## config.mk

```make
export PLATFORM = sky130hd
export DESIGN_NAME = json_structure_event_parser_flat
export DESIGN_NICKNAME = d
export VERILOG_FILES = /design/src/design/jsep_pkg.sv /design/src/design/jsep_in_if.sv /design/src/design/jsep_out_if.sv /design/src/design/jsep_ram.sv /design/src/design/json_structure_event_parser.sv /design/src/flat_wrapper.sv
export SDC_FILE = /design/constraint.sdc
export NUM_CORES = 1
export LEC_CHECK = 0
export BUFFER_PORTS_ARGS = -buffer_cell sky130_fd_sc_hd__buf_2
export CORE_UTILIZATION = 30
export CTS_BUF_LIST = sky130_fd_sc_hd__clkbuf_4 sky130_fd_sc_hd__clkbuf_8
export CTS_CLUSTER_DIAMETER = 200
export DETAILED_ROUTE_END_ITERATION = 16
export SKIP_LAST_GASP = 1
export SLEW_MARGIN = 40
export SYNTH_ARGS = -nofsm -noshare
export SYNTH_HDL_FRONTEND = slang
export SYNTH_SLANG_ARGS = --single-unit
```

## constraint.sdc

```tcl
create_clock -name clk -period 12.25 [get_ports clk]
set_clock_uncertainty 0.05 [all_clocks]
set_input_delay 0.6125 -clock clk [delete_from_list [all_inputs] [get_ports clk]]
set_output_delay 0.6125 -clock clk [all_outputs]
set_load 0.1 [all_outputs]
```

## src/design/jsep_pkg.sv

```systemverilog
package jsep_pkg;

  // Event codes reported on the result channel
  typedef enum logic [3:0] {
    EV_OPEN_ARRAY  = 4'd0,
    EV_OPEN_OBJECT = 4'd1,
    EV_CLOSE       = 4'd2,
    EV_NAME_BYTE   = 4'd3,
    EV_NAME_END    = 4'd4,
    EV_STR_BYTE    = 4'd5,
    EV_STR_END     = 4'd6,
    EV_NUMBER      = 4'd7,
    EV_NULL        = 4'd8,
    EV_TRUE        = 4'd9,
    EV_FALSE       = 4'd10,
    EV_UNKNOWN     = 4'd11,
    EV_OVERFLOW    = 4'd12,
    EV_END         = 4'd13
  } event_t;

  localparam int NUM_W = 63;
  localparam int LIT_W = 40;

  localparam logic [NUM_W-1:0] NUM_MAX   = {NUM_W{1'b1}};
  localparam logic [LIT_W-1:0] LIT_NULL  = 40'h006E756C6C;
  localparam logic [LIT_W-1:0] LIT_TRUE  = 40'h0074727565;
  localparam logic [LIT_W-1:0] LIT_FALSE = 40'h66616C7365;

  localparam logic [7:0] CH_ZERO   = 8'h30;
  localparam logic [7:0] CH_NINE   = 8'h39;
  localparam logic [7:0] CH_BSLASH = 8'h5C;
  localparam logic [7:0] CH_QUOTE  = 8'h22;
  localparam logic [7:0] CH_COLON  = 8'h3A;
  localparam logic [7:0] CH_COMMA  = 8'h2C;
  localparam logic [7:0] CH_LBRACK = 8'h5B;
  localparam logic [7:0] CH_RBRACK = 8'h5D;
  localparam logic [7:0] CH_LBRACE = 8'h7B;
  localparam logic [7:0] CH_RBRACE = 8'h7D;
  localparam logic [7:0] CH_SPACE  = 8'h20;
  localparam logic [7:0] CH_DEL    = 8'h7F;

endpackage

```

## src/design/jsep_in_if.sv

```systemverilog
interface jsep_in_if;
  logic       valid;
  logic       ready;
  logic [7:0] text_byte;
  logic       end_of_text;

  modport source (output valid, output text_byte, output end_of_text, input ready);
  modport sink   (input valid, input text_byte, input end_of_text, output ready);
endinterface

```

## src/design/jsep_out_if.sv

```systemverilog
interface jsep_out_if;
  logic                        valid;
  logic                        ready;
  jsep_pkg::event_t            event_code;
  logic [7:0]                  event_byte;
  logic [jsep_pkg::NUM_W-1:0]  number_value;
  logic [5:0]                  nesting_level;
  logic                        last_of_run;

  modport source (output valid, output event_code, output event_byte, output number_value,
                  output nesting_level, output last_of_run, input ready);
  modport sink   (input valid, input event_code, input event_byte, input number_value,
                  input nesting_level, input last_of_run, output ready);
endinterface

```

## src/design/jsep_ram.sv

```systemverilog
module jsep_ram #(
  parameter int WIDTH = 4,
  parameter int DEPTH = 36
) (
  input  logic                     clk,
  input  logic                     we,
  input  logic [$clog2(DEPTH)-1:0] waddr,
  input  logic [WIDTH-1:0]         wdata,
  input  logic [$clog2(DEPTH)-1:0] raddr,
  output logic [WIDTH-1:0]         rdata
);

  logic [WIDTH-1:0] mem [DEPTH];

  // one write port, one registered read port
  always_ff @(posedge clk) begin
    if (we) begin
      mem[waddr] <= wdata;
    end
    rdata <= mem[raddr];
  end

endmodule

```

## src/design/json_structure_event_parser.sv

```systemverilog
// The events of a byte are in the output queue in the cycle after its transfer.
// Throughput: one byte per cycle while each byte gives at most one event and the output is
// not held back; a byte that gives two events is handed out one event at a time by the single result port.
// Reset (rst_n low, synchronous): array state, state level cleared, nesting level -1, queue empty. The
// state stack RAM is not cleared; its top entry is cached in a register.
module json_structure_event_parser #(
  parameter int NODE_DEPTH  = 32,
  parameter int STATE_DEPTH = 36
) (
  input  logic       clk,
  input  logic       rst_n,
  jsep_in_if.sink    in_chan,
  jsep_out_if.source out_chan
);
  import jsep_pkg::*;

  localparam int AW    = $clog2(STATE_DEPTH);
  localparam int QD    = 4;
  localparam int QAW   = 2;
  localparam logic signed [7:0] NODE_LIM  = 8'(NODE_DEPTH);
  localparam logic signed [7:0] STATE_LIM = 8'(STATE_DEPTH);

  typedef enum logic [3:0] {
    ST_IDLE = 4'd0,
    ST_ESC  = 4'd1,
    ST_VAL  = 4'd2,
    ST_COL  = 4'd3,
    ST_AFT  = 4'd4,
    ST_ARR  = 4'd5,
    ST_OBJ  = 4'd6,
    ST_KEY  = 4'd7,
    ST_STR  = 4'd8,
    ST_NUM  = 4'd9,
    ST_LIT  = 4'd10
  } pstate_t;

  typedef struct packed {
    event_t           code;
    logic [7:0]       ebyte;
    logic [NUM_W-1:0] num;
    logic [5:0]       level;
    logic             last;
  } result_t;

  // parser state
  pstate_t            state_r, state_nxt;
  pstate_t            top_r, top_nxt;
  logic signed [7:0]  slvl_r, slvl_nxt;
  logic signed [7:0]  nlvl_r, nlvl_nxt;
  logic [NUM_W-1:0]   acc_r, acc_nxt;
  logic               nstop_r, nstop_nxt;
  logic [LIT_W-1:0]   lit_r, lit_nxt;
  logic [2:0]         llen_r, llen_nxt;
  logic               halted_r, halted_nxt;

  // output queue
  result_t            q_r [QD];
  logic [QAW-1:0]     wptr_r, rptr_r;
  logic [2:0]         cnt_r;

  // stack RAM
  logic               st_we;
  logic [AW-1:0]      st_raddr;
  logic [3:0]         st_rdata;
  logic signed [7:0]  rd_lvl;

  logic               acc_in, pop_out;
  logic [7:0]         b;
  logic               hit, carry, close_row;
  pstate_t            to_st, nx;
  logic signed [2:0]  dn;
  logic signed [1:0]  ds;
  logic signed [7:0]  nn, ns;
  logic signed [8:0]  lvl_p1;
  logic [5:0]         lvl_out;
  logic [NUM_W+3:0]   num_full;
  logic [3:0]         digit;
  logic               cs_rec, nx_rec;
  result_t            ev_a, ev_b, ev_c, ev0, ev1;
  logic               va, vb, vc;
  logic [1:0]         nev;

  assign b       = in_chan.text_byte;
  assign acc_in  = in_chan.valid && in_chan.ready;
  assign pop_out = out_chan.valid && out_chan.ready;
  assign cs_rec  = (state_r >= ST_KEY) && (state_r <= ST_LIT);

  // transition table lookup
  always_comb begin
    hit = 1'b0; to_st = state_r; dn = '0; ds = '0; carry = 1'b0; close_row = 1'b0;
    case (state_r)
      ST_OBJ: begin
        if (b == CH_QUOTE) begin
          hit = 1'b1; to_st = ST_KEY; dn = 3'sd1; ds = 2'sd1;
        end else if (b == CH_RBRACE) begin
          hit = 1'b1; to_st = ST_AFT; dn = -3'sd1; close_row = 1'b1;
        end
      end
      ST_KEY: begin
        if (b == CH_QUOTE) begin
          hit = 1'b1; to_st = ST_COL;
        end else if (b == CH_BSLASH) begin
          hit = 1'b1; to_st = ST_ESC; ds = 2'sd1;
        end
      end
      ST_COL: begin
        if (b == CH_COLON) begin
          hit = 1'b1; to_st = ST_VAL;
        end
      end
      ST_STR: begin
        if (b == CH_BSLASH) begin
          hit = 1'b1; to_st = ST_ESC; ds = 2'sd1;
        end else if (b == CH_QUOTE) begin
          hit = 1'b1; to_st = ST_AFT; dn = -3'sd1;
        end
      end
      ST_ESC: begin
        hit = 1'b1; to_st = ST_IDLE; ds = -2'sd1; carry = 1'b1;
      end
      ST_VAL: begin
        hit = 1'b1;
        if (b == CH_LBRACK) to_st = ST_ARR;
        else if (b == CH_LBRACE) to_st = ST_OBJ;
        else if (b >= CH_ZERO && b <= CH_NINE) begin
          to_st = ST_NUM; carry = 1'b1;
        end else if (b == CH_QUOTE) to_st = ST_STR;
        else begin
          to_st = ST_LIT; carry = 1'b1;
        end
      end
      ST_ARR: begin
        hit = 1'b1;
        if (b == CH_RBRACK) begin
          to_st = ST_AFT; dn = -3'sd1; close_row = 1'b1;
        end else begin
          dn = 3'sd1; ds = 2'sd1;
          if (b == CH_LBRACK) to_st = ST_ARR;
          else if (b == CH_LBRACE) to_st = ST_OBJ;
          else if (b >= CH_ZERO && b <= CH_NINE) begin
            to_st = ST_NUM; carry = 1'b1;
          end else if (b == CH_QUOTE) to_st = ST_STR;
          else begin
            to_st = ST_LIT; carry = 1'b1;
          end
        end
      end
      ST_NUM, ST_LIT: begin
        if (b == CH_COMMA) begin
          hit = 1'b1; to_st = ST_IDLE; dn = -3'sd1; ds = -2'sd1;
        end else if (b == CH_RBRACK || b == CH_RBRACE) begin
          hit = 1'b1; to_st = ST_AFT; dn = -3'sd2; ds = -2'sd1; close_row = 1'b1;
        end
      end
      ST_AFT: begin
        if (b == CH_COMMA) begin
          hit = 1'b1; to_st = ST_IDLE; ds = -2'sd1;
        end else if (b == CH_RBRACK || b == CH_RBRACE) begin
          hit = 1'b1; to_st = ST_AFT; dn = -3'sd1; ds = -2'sd1; close_row = 1'b1;
        end
      end
      default: begin
        hit = 1'b0;
      end
    endcase
  end

  // decimal accumulate with saturation
  assign digit    = b[3:0] - CH_ZERO[3:0];
  assign num_full = {acc_r, 3'b000} + {3'b000, acc_r, 1'b0} + {63'd0, digit};

  // per-byte update and event generation
  always_comb begin
    state_nxt = state_r; top_nxt = top_r; slvl_nxt = slvl_r; nlvl_nxt = nlvl_r;
    acc_nxt = acc_r; nstop_nxt = nstop_r; lit_nxt = lit_r; llen_nxt = llen_r;
    halted_nxt = halted_r;
    st_we = 1'b0;
    va = 1'b0; vb = 1'b0; vc = 1'b0;
    ev_a = '0; ev_b = '0; ev_c = '0;
    nn = nlvl_r + {{5{dn[2]}}, dn};
    ns = slvl_r + {{6{ds[1]}}, ds};
    nx = hit ? to_st : state_r;
    nx_rec = 1'b0;
    if (acc_in) begin
      if (in_chan.end_of_text || b == 8'd0) begin
        halted_nxt = 1'b1;
        va = 1'b1; ev_a.code = EV_END;
      end else if (!halted_r && (cs_rec || (b > CH_SPACE && b < CH_DEL))) begin
        if (nn >= NODE_LIM || ns >= STATE_LIM) begin
          halted_nxt = 1'b1;
          va = 1'b1; ev_a.code = EV_OVERFLOW;
        end else begin
          // stack push or pop
          if (ns > slvl_r && state_r != ST_IDLE) begin
            st_we = (slvl_r >= 0);
          end else if (ns < slvl_r && nx == ST_IDLE) begin
            nx = (ns >= 0) ? top_r : ST_IDLE;
          end
          if (ns > slvl_r) top_nxt = state_r;
          else if (ns < slvl_r) top_nxt = pstate_t'(st_rdata);
          nx_rec = (nx >= ST_KEY) && (nx <= ST_LIT);

          // open events
          if ((nx == ST_ARR || nx == ST_OBJ) && (b == CH_LBRACK || b == CH_LBRACE)) begin
            va = 1'b1;
            ev_a.code = (b == CH_LBRACK) ? EV_OPEN_ARRAY : EV_OPEN_OBJECT;
          end

          // value end or value byte
          if (nx != ST_ESC) begin
            if (cs_rec && !nx_rec) begin
              vb = 1'b1;
              case (state_r)
                ST_KEY: ev_b.code = EV_NAME_END;
                ST_STR: ev_b.code = EV_STR_END;
                ST_NUM: begin
                  ev_b.code = EV_NUMBER; ev_b.num = acc_r;
                end
                default: begin
                  if (llen_r == 3'd4 && lit_r == LIT_NULL) ev_b.code = EV_NULL;
                  else if (llen_r == 3'd4 && lit_r == LIT_TRUE) ev_b.code = EV_TRUE;
                  else if (llen_r == 3'd5 && lit_r == LIT_FALSE) ev_b.code = EV_FALSE;
                  else ev_b.code = EV_UNKNOWN;
                end
              endcase
              acc_nxt = '0; nstop_nxt = 1'b0; lit_nxt = '0; llen_nxt = '0;
            end else if (carry || cs_rec) begin
              case (nx)
                ST_KEY: begin
                  vb = 1'b1; ev_b.code = EV_NAME_BYTE; ev_b.ebyte = b;
                end
                ST_STR: begin
                  vb = 1'b1; ev_b.code = EV_STR_BYTE; ev_b.ebyte = b;
                end
                ST_NUM: begin
                  if (!nstop_r && b >= CH_ZERO && b <= CH_NINE) begin
                    acc_nxt = (num_full > {4'd0, NUM_MAX}) ? NUM_MAX : num_full[NUM_W-1:0];
                  end else begin
                    nstop_nxt = 1'b1;
                  end
                end
                ST_LIT: begin
                  if (llen_r < 3'd5) begin
                    lit_nxt  = {lit_r[LIT_W-9:0], b};
                    llen_nxt = llen_r + 3'd1;
                  end else begin
                    llen_nxt = 3'd6;
                  end
                end
                default: begin
                  vb = 1'b0;
                end
              endcase
            end
          end

          // close event
          if (close_row) begin
            vc = 1'b1; ev_c.code = EV_CLOSE;
          end

          nlvl_nxt  = nn;
          slvl_nxt  = ns;
          state_nxt = nx;
          if (nn < nlvl_r && nn < 0) halted_nxt = 1'b1;
        end
      end
    end
  end

  // nesting level after this byte, clamped to the port range
  assign lvl_p1  = {nlvl_nxt[7], nlvl_nxt} + 9'sd1;
  assign lvl_out = (lvl_p1 < 0) ? 6'd0 : (lvl_p1 > 9'sd63) ? 6'd63 : lvl_p1[5:0];

  // pack up to two events in order
  always_comb begin
    ev0 = va ? ev_a : (vb ? ev_b : ev_c);
    ev1 = va ? (vb ? ev_b : ev_c) : ev_c;
    nev = 2'({1'b0, va} + {1'b0, vb} + {1'b0, vc});
    ev0.level = lvl_out;
    ev1.level = lvl_out;
    ev0.last  = (nev == 2'd1);
    ev1.last  = 1'b1;
  end

  // stack read address tracks the entry below the cached top
  assign rd_lvl   = slvl_nxt - 8'sd2;
  assign st_raddr = (rd_lvl >= 0 && rd_lvl < STATE_LIM) ? rd_lvl[AW-1:0] : '0;

  jsep_ram #(
    .WIDTH (4),
    .DEPTH (STATE_DEPTH)
  ) u_stack (
    .clk   (clk),
    .we    (st_we),
    .waddr (slvl_r[AW-1:0]),
    .wdata (state_r),
    .raddr (st_raddr),
    .rdata (st_rdata)
  );

  // parser registers
  always_ff @(posedge clk) begin
    if (!rst_n) begin
      state_r  <= ST_ARR;
      top_r    <= ST_IDLE;
      slvl_r   <= '0;
      nlvl_r   <= -8'sd1;
      acc_r    <= '0;
      nstop_r  <= 1'b0;
      lit_r    <= '0;
      llen_r   <= '0;
      halted_r <= 1'b0;
    end else begin
      state_r  <= state_nxt;
      top_r    <= top_nxt;
      slvl_r   <= slvl_nxt;
      nlvl_r   <= nlvl_nxt;
      acc_r    <= acc_nxt;
      nstop_r  <= nstop_nxt;
      lit_r    <= lit_nxt;
      llen_r   <= llen_nxt;
      halted_r <= halted_nxt;
    end
  end

  // output queue pointers
  always_ff @(posedge clk) begin
    if (!rst_n) begin
      wptr_r <= '0;
      rptr_r <= '0;
      cnt_r  <= '0;
    end else begin
      wptr_r <= wptr_r + QAW'(nev);
      rptr_r <= rptr_r + QAW'(pop_out);
      cnt_r  <= cnt_r + {1'b0, nev} - {2'b00, pop_out};
    end
  end

  // output queue payload
  always_ff @(posedge clk) begin
    if (nev != 2'd0) q_r[wptr_r] <= ev0;
    if (nev == 2'd2) q_r[wptr_r + QAW'(1)] <= ev1;
  end

  // no transfer is taken while reset is applied
  assign in_chan.ready          = rst_n && (cnt_r <= 3'(QD - 2));
  assign out_chan.valid         = (cnt_r != 3'd0);
  assign out_chan.event_code    = q_r[rptr_r].code;
  assign out_chan.event_byte    = q_r[rptr_r].ebyte;
  assign out_chan.number_value  = q_r[rptr_r].num;
  assign out_chan.nesting_level = q_r[rptr_r].level;
  assign out_chan.last_of_run   = q_r[rptr_r].last;

  // queue never overfills
  a_cnt_bound: assert property (@(posedge clk) disable iff (!rst_n)
    cnt_r <= 3'(QD))
    else $error("output queue count out of range");

  // end of text always halts the parser
  a_end_halts: assert property (@(posedge clk) disable iff (!rst_n)
    acc_in && in_chan.end_of_text |=> halted_r)
    else $error("end of text did not halt");

  // a halted parser adds nothing for ordinary bytes
  a_halt_quiet: assert property (@(posedge clk) disable iff (!rst_n)
    acc_in && halted_r && !in_chan.end_of_text && b != 8'd0 |=> cnt_r <= $past(cnt_r))
    else $error("event produced while halted");

  // state level stays below stack depth
  a_slvl_bound: assert property (@(posedge clk) disable iff (!rst_n)
    slvl_r < STATE_LIM)
    else $error("state level beyond stack depth");

endmodule
```

## src/flat_wrapper.sv

```systemverilog
// flat-port wrapper written by rule: the top's interface ports become plain ports
module json_structure_event_parser_flat import jsep_pkg::*;
#(
  parameter int NODE_DEPTH  = 32,
  parameter int STATE_DEPTH = 36
)
  (clk, rst_n, in_chan_valid, in_chan_text_byte, in_chan_end_of_text, in_chan_ready, out_chan_valid, out_chan_event_code, out_chan_event_byte, out_chan_number_value, out_chan_nesting_level, out_chan_last_of_run, out_chan_ready);
  jsep_in_if in_chan_i ();
  jsep_out_if out_chan_i ();
  input  logic clk;
  input  logic rst_n;
  input wire logic [$bits(in_chan_i.valid)-1:0] in_chan_valid;
  input wire logic [$bits(in_chan_i.text_byte)-1:0] in_chan_text_byte;
  input wire logic [$bits(in_chan_i.end_of_text)-1:0] in_chan_end_of_text;
  output wire logic [$bits(in_chan_i.ready)-1:0] in_chan_ready;
  output wire logic [$bits(out_chan_i.valid)-1:0] out_chan_valid;
  output wire logic [$bits(out_chan_i.event_code)-1:0] out_chan_event_code;
  output wire logic [$bits(out_chan_i.event_byte)-1:0] out_chan_event_byte;
  output wire logic [$bits(out_chan_i.number_value)-1:0] out_chan_number_value;
  output wire logic [$bits(out_chan_i.nesting_level)-1:0] out_chan_nesting_level;
  output wire logic [$bits(out_chan_i.last_of_run)-1:0] out_chan_last_of_run;
  input wire logic [$bits(out_chan_i.ready)-1:0] out_chan_ready;
  assign in_chan_i.valid = in_chan_valid;
  assign in_chan_i.text_byte = in_chan_text_byte;
  assign in_chan_i.end_of_text = in_chan_end_of_text;
  assign in_chan_ready = in_chan_i.ready;
  assign out_chan_valid = out_chan_i.valid;
  assign out_chan_event_code = out_chan_i.event_code;
  assign out_chan_event_byte = out_chan_i.event_byte;
  assign out_chan_number_value = out_chan_i.number_value;
  assign out_chan_nesting_level = out_chan_i.nesting_level;
  assign out_chan_last_of_run = out_chan_i.last_of_run;
  assign out_chan_i.ready = out_chan_ready;
  json_structure_event_parser #(.NODE_DEPTH(NODE_DEPTH), .STATE_DEPTH(STATE_DEPTH)) u_core (.clk(clk), .rst_n(rst_n), .in_chan(in_chan_i), .out_chan(out_chan_i));
endmodule
```

==> results of run 1 <==
==> cells by family (layout without fill, tap and decap cells) <==
| family | count (synthesis) | in the layout | synth area share (%) |
|---|---|---|---|
| buffers and inverters | 227 | 401 | 3.31 |
| AOI/OAI and AO/OA | 608 | 608 | 12.9 |
| muxes | 127 | 127 | 7.24 |
| DFF | 615 | 615 | 51.6 |
| adders and majority gates | 168 | 168 | 6.52 |
| and+or+nand+nor | 1009 | 1009 | 16.2 |
| other | 0 | 2 | 0 |
| xor gates and xnor gates | 85 | 85 | 2.26 |
==> metal layers <==
metal | GRT usage, % | wire length, um | vias to the layer above
met2 | 24.6 | 39900 | 678
met4 | 3.91 | 1650 | 0
met1 | 21.7 | 40700 | 11400
li1 | - | - | 10800
met5 | 0 | 0 | -
met3 | 2.73 | 4840 | 117
==> flip-flops by register name, summed over array words and instances (netlist names) <==
| signal | count |
|---|---|
| u_core.wptr_r | 2 |
| u_core.llen_r | 3 |
| u_core.nlvl_r | 8 |
| u_core.acc_r | 63 |
| u_core.halted_r | 1 |
| u_core.q_r | 328 |
| u_core.cnt_r | 3 |
| u_core.rptr_r | 2 |
| u_core.state_r | 4 |
| u_core.u_stack.mem | 144 |
| u_core.slvl_r | 8 |
| u_core.u_stack.rdata | 4 |
| u_core.top_r | 4 |
| u_core.lit_r | 40 |
| u_core.nstop_r | 1 |
==> path summary, 6_finish.rpt <==
check / slack [ps] / cells past startpoint / end
max: 3050 / 26 / u_core.q_r[3][41]
min: 210 / 2 / u_core.nlvl_r[6]
max reg2reg: 3050 / 26 / u_core.q_r[3][41]
min reg2reg: 440 / 2 / u_core.llen_r[1]
==> placed cells by master, fill, tap and decap left out, types with 8 or more instances in the layout <==
| cell type | synthesis | routed |
|---|---|---|
| nand3_1 | 47 | 46 |
| clkinv_2 | 0 | 11 |
| edfxtp_1 | 468 | 468 |
| ha_1 | 162 | 162 |
| a211o_1 | 8 | 8 |
| or3_1 | 19 | 19 |
| a21o_1 | 66 | 66 |
| mux2_2 | 10 | 10 |
| nor4_1 | 10 | 9 |
| nand2b_1 | 20 | 20 |
| clkbuf_8 | 0 | 119 |
| nand2_1 | 203 | 202 |
| inv_1 | 76 | 75 |
| o21a_1 | 18 | 17 |
| o21ai_0 | 71 | 71 |
| buf_2 | 30 | 96 |
| and2_1 | 298 | 297 |
| a21oi_1 | 124 | 124 |
| xnor2_1 | 53 | 52 |
| mux4_2 | 88 | 88 |
| clkbuf_4 | 0 | 47 |
| o21bai_1 | 18 | 15 |
| a22oi_1 | 100 | 100 |
| nand4_1 | 16 | 16 |
| nor2b_1 | 19 | 19 |
| a31oi_1 | 21 | 21 |
| nor4b_1 | 10 | 10 |
| o211ai_1 | 37 | 37 |
| o31ai_1 | 10 | 10 |
| nor3_1 | 39 | 39 |
| nor2_1 | 246 | 244 |
| dfxtp_1 | 147 | 144 |
| a221oi_1 | 11 | 11 |
| o22ai_1 | 9 | 9 |
| a211oi_1 | 26 | 26 |
| and3_1 | 23 | 23 |
| xor2_1 | 32 | 32 |
| mux2i_1 | 29 | 28 |
| buf_4 | 3 | 21 |
==> final cells by class <==
| type | instances | area [um2] |
|---|---|---|
| inverter | 78 | 293 |
| timing repair buffer | 129 | 853 |
| tap | 1414 | 1770 |
| sequential | 615 | 17000 |
| multi-input combinational | 1997 | 14900 |
| clock inverter | 28 | 313 |
| clock buffer | 166 | 1990 |
| antenna | 2 | 5.00 |
| fill | 10700 | 71700 |
==> power by group through the flow <==
| stage | clock network (mW) | logic [mW] | registers [mW] |
|---|---|---|---|
| finish | 2.01 | 1.64 | 2.32 |
| global route | 2.14 | 1.73 | 2.32 |
| CTS | 2.06 | 1.66 | 2.32 |
| detailed placement | 0 | 1.66 | 2.36 |
| global placement | 0 | 1.65 | 2.36 |
| floorplan | 0 | 1.33 | 2.35 |
==> stage by stage <==
stage / utilization (%) / setup WS [ps] / total power [mW] / std cells / area, um2
6_report: 34.1 / 3050 / 5.97 / 4429 / 37200
4_1_cts: 34.1 / 3020 / 6.04 / 4427 / 37100
3_3_place_gp: 31.8 / 2710 / 4.01 / 4226 / 34700
3_5_place_dp: 32.0 / 2810 / 4.02 / 4233 / 34800
5_1_grt: 34.1 / 2410 / 6.19 / 4429 / 37200
2_1_floorplan: - / 1050 / 3.68 / 2839 / 32900
==> worst register-to-register path, stage by stage, from the launching register on <==
cell and delay, ps:
dfxtp_1 650, buf_4 530, nor2_1 190, and3_1 230, a32oi_1 190, o21a_1 200
inv_1 170, ha_1 460, and3_1 190, a2bb2oi_1 70, nor2b_1 140, xnor2_1 580
ha_1 380, o311a_1 130, o32ai_1 340, a41oi_1 330, o41ai_2 570, nor4b_2 540
o21bai_2 290, nand2_1 210, inv_1 150, fa_1 660, nand2_1 270, nand3_1 490
nor2_8 640, buf_12 260, and2_1 200
==> run summary, run 1 <==
setup bufs post-CTS: 0
DRT antenna net count: 0
dpl hpwl: 59.4 mm
critical path launch point type: flip-flop
1st-iter DRT viols: 2152
Synthesis Warnings: 0
Least-Margin Pin Slew: 896 ps
Max-slew headroom: 39.7%
Netlist Area Pre-Place: 32900 um2
clk slew on worst S/H paths: 60 ps
min cycle time layout: 9200 ps
status: finished clean
syn_nets: 3020
most common cell in the netlist: edfxtp_1
Max Slew Vio Count: 0
sequential fraction of the synthesis area: 51.6%
layout cells sized above 1: 15.8%
Post-synth EDFFs: 468
Worst setup EP type: flip-flop
Initial Util: 30.3%
total grt overflow: 0
via/cell ratio: 5.18
die area: 111000 um2
synthesized area per cell: 11.6 um2
Seq cells post-synth: 615
static leakage: 14.6 nW
top achievable clock speed: 0.109 GHz
Syn Inst Count: 2839
Psw: 2.16 mW
via count: 22900
Setup TNS Final: 0 ps
wire length after detailed routing: 87.2 mm
TritonRoute pass-1 iters: 6
Sw Ratio: 36.2%
part of the cycle the worst path needs: 75.1%
CP delay by family, top: simple AND/OR/NAND/NOR gates
pwr/cell area: 161 nW/um2
Inserted Clock Buffers: 102
die height: 333 um
RSZ-0062 raised after global routing: false
Total Routing Usage GR: 15.5%
Post-layout nets: 3104
CTS Root Cell: clkbuf_8
hold buffers post-CTS: 0
r2r startpoint: u_core.state_r[3]
largest net degree at the start of global routing: 84
clk buf depth: 3
H-tree depth: 3
CP Data Required Time: 12790 ps
clock share of power: 33.7%
FP Rows: 121
ys flop type: edfxtp_1
Setup CP Type: reg2reg
DRC Markers: 0
CP bufs+invs: 4
Critical Path AT: 9750 ps
worst hold margin: 214 ps
slowest stage cell, crit path: fa_1
Buffers on Ports: 96
# IOs: 97
core area: 109000 um2
Hold Vio Cnt, Final: 0
crit-path max FO: 41
initial antenna violation count: 8
crit path launch: u_core.state_r[3]
worst hold path class: in2reg
Post-synth top cells: edfxtp_1 (468), and2_1 (298), nor2_1 (246), nand2_1 (203), ha_1 (162)
library cells used by synthesis: 105
ys async rst share: 0%
maxcap violations: 0
Synth top area share: 42.7%
logic gate share of total power: 27.4%
largest cells by area after synthesis: edfxtp_1 (43%), dfxtp_1 (8.9%), ha_1 (6.2%), mux4_2 (6.0%), and2_1 (5.7%)
HP Start: rst_n
Placer Congestion: 0.904
max incr delay on CP: 660 ps
endpoints failing setup: 0
first-pass GRT wire length: 135 mm
CTS Sinks: 615
die width: 333 um
Area Overhead vs Synth: 12.9%
wire length per cell: 19.7 um
post_cts resized: 0
CTS tree: done
internal power: 3.81 mW
Peak VDD IR: 0.0876 mV
sequential share of power: 38.8%
leading area contributor after synthesis: edfxtp_1
vias in the first global route: 22800
Clock Latency Late Sink: 740 ps
Note: power is estimated with default switching activity, not from simulation.
==> inputs of run 2 (changes only) <==
- clock period: 12.25 -> 8.75 ns (I/O delays scaled with it)
==> run summary, run 2 (synthesis results as in run 1) <==
CTS Root Cell: clkbuf_8
first-pass GRT wire length: 131 mm (-2.7%)
worst hold margin: 70.6 ps (-144 ps)
static leakage: 14.8 nW (+1.4%)
CTS Sinks: 615 (unchanged)
wire length after detailed routing: 85.3 mm (-2.1%)
hold buffers post-CTS: 0 (unchanged)
worst hold path class: in2reg
wire length per cell: 19.1 um (-2.9%)
Area Overhead vs Synth: 13.9%
design area: 37500 um2 (+0.93%)
Worst setup EP type: flip-flop
clk slew on worst S/H paths: 60 ps (about the same)
core area: 109000 um2 (unchanged)
die width: 333 um (unchanged)
total grt overflow: 0 (unchanged)
Placer Congestion: 0.893 (-1.2%)
endpoints failing setup: 0 (unchanged)
CTS tree: done
status: finished clean
maxcap violations: 0 (unchanged)
DRT antenna net count: 0 (unchanged)
cells along the critical path: or4b_1 > a211oi_1 > o21bai_1 > inv_1 > nand3_1 > ha_1 > fa_1 > ha_1 > nor2b_1 > o21a_1 > o21a_1 > o311a_1 > o32ai_1 > a41oi_1 > o41ai_4 > and2_1 > a211oi_4 > nand2_1 > nand2_1 > inv_1 > fa_1 > nor3_1 > o21bai_4 > buf_12
Clock Latency Late Sink: 740 ps (about the same)
min cycle time layout: 7890 ps (-1310 ps)
1st-iter DRT viols: 2044 (-5.0%)
Hold Vio Cnt, Final: 0 (unchanged)
clk buf depth: 3 (unchanged)
die height: 333 um (unchanged)
TritonRoute pass-1 iters: 5 (-1)
Peak VDD IR: 0.160 mV (+83%)
most frequent cells in the layout: edfxtp_1 (468), and2_1 (297), nor2_1 (244)
part of the cycle the worst path needs: 90.2% (+15 points)
Max Slew Vio Count: 0 (unchanged)
CP Data Required Time: 9060 ps (-3730 ps)
H-tree depth: 3 (unchanged)
DP Area: 35200 um2 (+1.1%)
Inserted Clock Buffers: 105 (+2.9%)
via/cell ratio: 5.13 (-0.94%)
Non-Filler Instances: 4466 (+0.84%)
Critical Path AT: 8210 ps (-1540 ps)
FP Rows: 121 (unchanged)
dpl hpwl: 59.0 mm (-0.59%)
via count: 22900 (-0.11%)
Initial Util: 30.3% (unchanged)
vias in the first global route: 22500 (-1.4%)
Setup CP Type: reg2reg
largest registers: u_core.q_r x328, u_core.u_stack.mem x144, u_core.acc_r x63
crit-path max FO: 46 (+12%)
initial antenna violation count: 7 (-1)
Power, Total: 8.36 mW (+40%)
commonest non-fill, non-tap cell in the layout: edfxtp_1
layout cells sized above 1: 16.7% (+0.89 points)
die area: 111000 um2 (unchanged)
pwr/cell area: 223 nW/um2 (+39%)
Total Routing Usage GR: 15.1% (-0.39 points)
max reg flops: 328 (unchanged)
max incr delay on CP: 690 ps (+30 ps)
# IOs: 97 (unchanged)
placed cells: 4268 (+0.83%)
critical path launch point type: flip-flop
Post-layout nets: 3142 (+1.2%)
Least-Margin Pin Slew: 819 ps (-77.0 ps)
setup bufs post-CTS: 0 (unchanged)
slowest stage cell, crit path: or4b_1
Max-slew headroom: 45.4% (+5.8 points)
DRC Markers: 0 (unchanged)
Largest Register: u_core.q_r
Buffers on Ports: 96 (unchanged)
# fillers: 10700 (-0.55%)
top achievable clock speed: 0.127 GHz (+17%)
largest net degree at the start of global routing: 64 (-24%)
RSZ-0062 raised after global routing: false
post_cts resized: 0 (unchanged)
## run 2: metal layers
metal | up-vias | share of wire [%] | track usage, %
met4 | 2 | 1.9 | 4.15
met3 | 117 | 6.5 | 3.17
met2 | 651 | 46 | 24.2
li1 | 10900 | - | -
met1 | 11300 | 45 | 20.5
met5 | - | 0.023 | 0
## run 2: report_power, final
| group | switching, mW | internal [mW] | total, mW |
|---|---|---|---|
| clock network | 1.21 | 1.60 | 2.80 |
| registers | 0.0719 | 3.19 | 3.26 |
| logic | 1.74 | 0.550 | 2.29 |
## run 2: layout make-up
type	instances	area, um2	area share, %
Sequential cell	615	17000	45.3
Multi-Input combinational cell	1997	14900	39.7
Clock buffer	167	2030	5.41
Tap cell	1414	1770	4.72
Timing Repair Buffer	164	1220	3.26
Inverter	78	293	0.780
Clock inverter	29	279	0.744
Antenna cell	2	5.00	0.0133
## run 2: per-stage QoR
| step | utilization (%) | setup TNS (ps) | worst slack [ps] |
|---|---|---|---|
| after floorplan | - | -53680 | -552 |
| after global placement | 32.2 | 0 | 542 |
| after detailed placement | 32.3 | 0 | 591 |
| after CTS | 34.5 | 0 | 838 |
| after global routing | 34.5 | 0 | 350 |
| final | 34.5 | 0 | 856 |
## run 2: final timing paths
check | start | to | slack, ps | cells after the start
max reg2reg | u_core.state_r[0] | u_core.q_r[2][74] | 860 | 24
min reg2reg | u_core.llen_r[1] | u_core.llen_r[1] | 440 | 2
max | u_core.state_r[0] | u_core.q_r[2][74] | 860 | 24
min | in_chan_text_byte[2] | u_core.lit_r[2] | 70 | 3
## run 2: worst max-delay path: cells and delay by family (launching register included)
| family | cells | cell delay, ps |
|---|---|---|
| AOI/OAI and AO/OA | 10 | 2890 |
| buffers and inverters | 3 | 620 |
| adders and majority gates | 4 | 1610 |
| and+or+nand+nor | 7 | 1870 |
| DFF | 1 | 460 |
==> inputs of run 3 (changes only) <==
- PLACE_DENSITY_LB_ADDON: unset -> 0.08
- SYNTH_HIERARCHICAL: unset -> 1
==> run summary, run 3 <==
Power, Total: 8.21 mW (-1.8%)
library cells used by synthesis: 101 (-3.8%)
die area: 111000 um2 (+0.22%)
max incr delay on CP: 620 ps (-70 ps)
clock share of power: 33.2% (-0.3 points)
FP Rows: 121 (unchanged)
Total Routing Usage GR: 17.3% (+2.2 points)
static leakage: 14.2 nW (-3.8%)
Placer Congestion: 0.853 (-4.5%)
Sw Ratio: 37.0% (+0.87 points)
ys async rst share: 0% (unchanged)
Clock Latency Late Sink: 780 ps (+40 ps)
RR Endpoint: u_core/q_r[3][53]
post-synthesis mux area share: 8.25% (+1.0 points)
RSZ-0062 raised after global routing: false
slowest stage cell, crit path: or4b_2
CP endpoint: u_core/q_r[3][53]
largest cells by area after synthesis: edfxtp_1 (43%), dfxtp_1 (8.9%), ha_1 (6.1%), mux4_2 (5.9%), and3_1 (5.5%)
core area: 109000 um2 (+0.14%)
die height: 334 um (+0.11%)
CP delay by family, top: simple AND/OR/NAND/NOR gates
most frequent cells in the layout: edfxtp_1 (468), and3_1 (290), nor2_1 (256)
design area: 37600 um2 (+0.21%)
most common cell in the netlist: edfxtp_1
critical path launch point type: input pin
initial antenna violation count: 6 (-1)
DP Area: 35300 um2 (+0.15%)
leading area contributor after synthesis: edfxtp_1
largest registers: u_core/q_r x328, u_core/u_stack/mem x144, u_core/acc_r x63
wire length per cell: 22.1 um (+16%)
dpl hpwl: 65.4 mm (+11%)
r2r startpoint: u_core/state_r[0]
clk buf depth: 3 (unchanged)
total grt overflow: 0 (unchanged)
sequential fraction of the synthesis area: 51.5% (-0.11 points)
Post-synth top cells: edfxtp_1 (468), and3_1 (290), nor2_1 (260), ha_1 (162), nand2_1 (152)
top achievable clock speed: 0.122 GHz (-3.7%)
first-pass GRT wire length: 149 mm (+13%)
CTS Sinks: 615 (unchanged)
via count: 23400 (+2.0%)
Syn Inst Count: 2796 (-1.5%)
Peak VDD IR: 0.116 mV (-28%)
TritonRoute pass-1 iters: 5 (unchanged)
largest family of logic cells by synthesized area: simple AND/OR/NAND/NOR gates
clk slew on worst S/H paths: 60 ps (about the same)
status: finished clean
logic gate share of total power: 27.2% (-0.2 points)
part of the cycle the worst path needs: 93.7% (+3.5 points)
Post-Synth Adder-Cell Area: 6.51% (-0.014 points)
Synth top area share: 42.6% (-0.094 points)
commonest non-fill, non-tap cell in the layout: edfxtp_1
sequential share of power: 39.5% (+0.4 points)
final worst slack: 549 ps (-306 ps)
endpoints failing setup: 0 (unchanged)
# IOs: 97 (unchanged)
Setup CP Type: in2reg
Synthesis Warnings: 6 (+6)
Post-synth EDFFs: 468 (unchanged)
H-tree depth: 3 (unchanged)
min cycle time layout: 8200 ps (+306 ps)
Inserted Clock Buffers: 112 (+6.7%)
Area Overhead vs Synth: 13.9% (about the same)
DRT antenna net count: 0 (unchanged)
DRC Markers: 0 (unchanged)
synthesized area per cell: 11.8 um2 (+1.8%)
wire length after detailed routing: 97.6 mm (+14%)
maxcap violations: 0 (unchanged)
Placement Setup Slack: 313 ps (-278 ps)
vias in the first global route: 23900 (+6.4%)
syn_nets: 2977 (-1.4%)
Largest Register: u_core/q_r
Max Slew Vio Count: 0 (unchanged)
Seq cells post-synth: 615 (unchanged)
crit-path max FO: 35 (-24%)
Worst setup EP type: flip-flop
CP bufs+invs: 7 (+4)
CTS Root Cell: clkbuf_8
Hold Vio Cnt, Final: 0 (unchanged)
ys flop type: edfxtp_1
layout cells sized above 1: 17.2% (+0.54 points)
max reg flops: 328 (unchanged)
Critical Path AT: 8540 ps (+330 ps)
largest net degree at the start of global routing: 130 (+100%)
Worst R2R Setup Slack: 710 ps (-150 ps)
Initial Util: 30.3% (about the same)
Buffers on Ports: 96 (unchanged)
Post-layout nets: 3093 (-1.6%)
simple-gate share of the synthesized area: 15.0% (-1.2 points)
Least-Margin Pin Slew: 838 ps (+19.1 ps)
worst hold path class: in2reg
Psw: 3.03 mW (+0.58%)
CP Data Required Time: 9090 ps (+30 ps)
internal power: 5.17 mW (-3.1%)
crit path launch: in_chan_text_byte[7]
pwr/cell area: 218 nW/um2 (-2.0%)
Netlist Area Pre-Place: 33000 um2 (+0.22%)
post-synthesis xor/xnor area fraction: 2.38% (+0.12 points)
1st-iter DRT viols: 1572 (-23%)
cells on worst reg2reg path: 27 (+13%)
Stages on worst setup path: 29 (+21%)
via/cell ratio: 5.28 (+3.0%)
Max-slew headroom: 44.1% (-1.3 points)
die width: 334 um (+0.11%)
Setup TNS Final: 0 ps (unchanged)
CTS tree: done
compound-gate portion of the synthesized area: 12.6% (-0.29 points)
## run 3: cell count changes in the layout (fill, tap and decap cells not counted), sizes merged, moves of 48 or more
cell	previous run	this run
and2	298	19
and3	24	290
a22oi	100	18
o2bb2ai	0	64
a22o	0	51
nand2	203	153
mux2i	29	77
## run 3: cells by family after synthesis
kind of cell / after synthesis
muxes: 164
buffers and inverters: 251
xor gates and xnor gates: 88
and+or+nand+nor: 937
adders and majority gates: 168
DFF: 615
AOI/OAI and AO/OA: 573
## run 3: worst reg2reg max path, delay by kind of cell (launching register included)
family          cells  cell delay [ps]
simple gates       10             2620
compound gates      8             1910
fa+ha+maj           4             1520
buf+inv             5              960
flops               1              600
## run 3: routing by layer
layer	global-route usage, %	up-vias	part of all wire [%]
met5	0	-	0
met4	4.73	0	1.8
met3	2.97	121	4.7
met2	27.2	544	45
met1	24.6	11700	49
li1	-	11000	-
## run 3: power groups by stage
stage,Combinational (mW),Clock [mW],Sequential [mW]
floorplan,1.79,0,3.27
global placement,2.25,0,3.31
detailed placement,2.25,0,3.31
CTS,2.26,2.84,3.25
global route,2.34,2.96,3.25
finish,2.23,2.73,3.25
## run 3: metrics by stage
stage	std cells	hold WS, ps	util [%]
2_1_floorplan	2796	391	-
3_3_place_gp	4200	412	32.3
3_5_place_dp	4203	411	32.3
4_1_cts	4416	6.39	34.4
5_1_grt	4421	47.9	34.5
6_report	4424	87.3	34.5
## run 3: timing repair
action | 4_1_cts | 5_1_grt
buffers inserted | 0 | 3
hold endpoints to repair | 6 | 0
gates resized for setup | 0 | 4
setup endpoints to repair | 0 | 66
hold buffers | 5 | 0
## run 3: how the worst min path moves through the flow
stage,start,to,depth (start not counted)
6_report,rst_n,u_core/nlvl_r[0],2
5_1_grt,rst_n,u_core/nlvl_r[0],2
4_1_cts,rst_n,u_core/nlvl_r[0],2
3_5_place_dp,u_core/halted_r,u_core/halted_r,2
3_3_place_gp,u_core/halted_r,u_core/halted_r,2
2_1_floorplan,u_core/halted_r,u_core/halted_r,2
## run 3: final cells by class
cell class / instances / area, um2
Timing Repair Buffer: 190 / 1470
Multi-Input combinational cell: 1930 / 14900
Clock buffer: 161 / 1930
Inverter: 63 / 236
Tap cell: 1414 / 1770
Antenna cell: 4 / 10.0
Clock inverter: 47 / 294
Fill cell: 10800 / 71400
Sequential cell: 615 / 17000
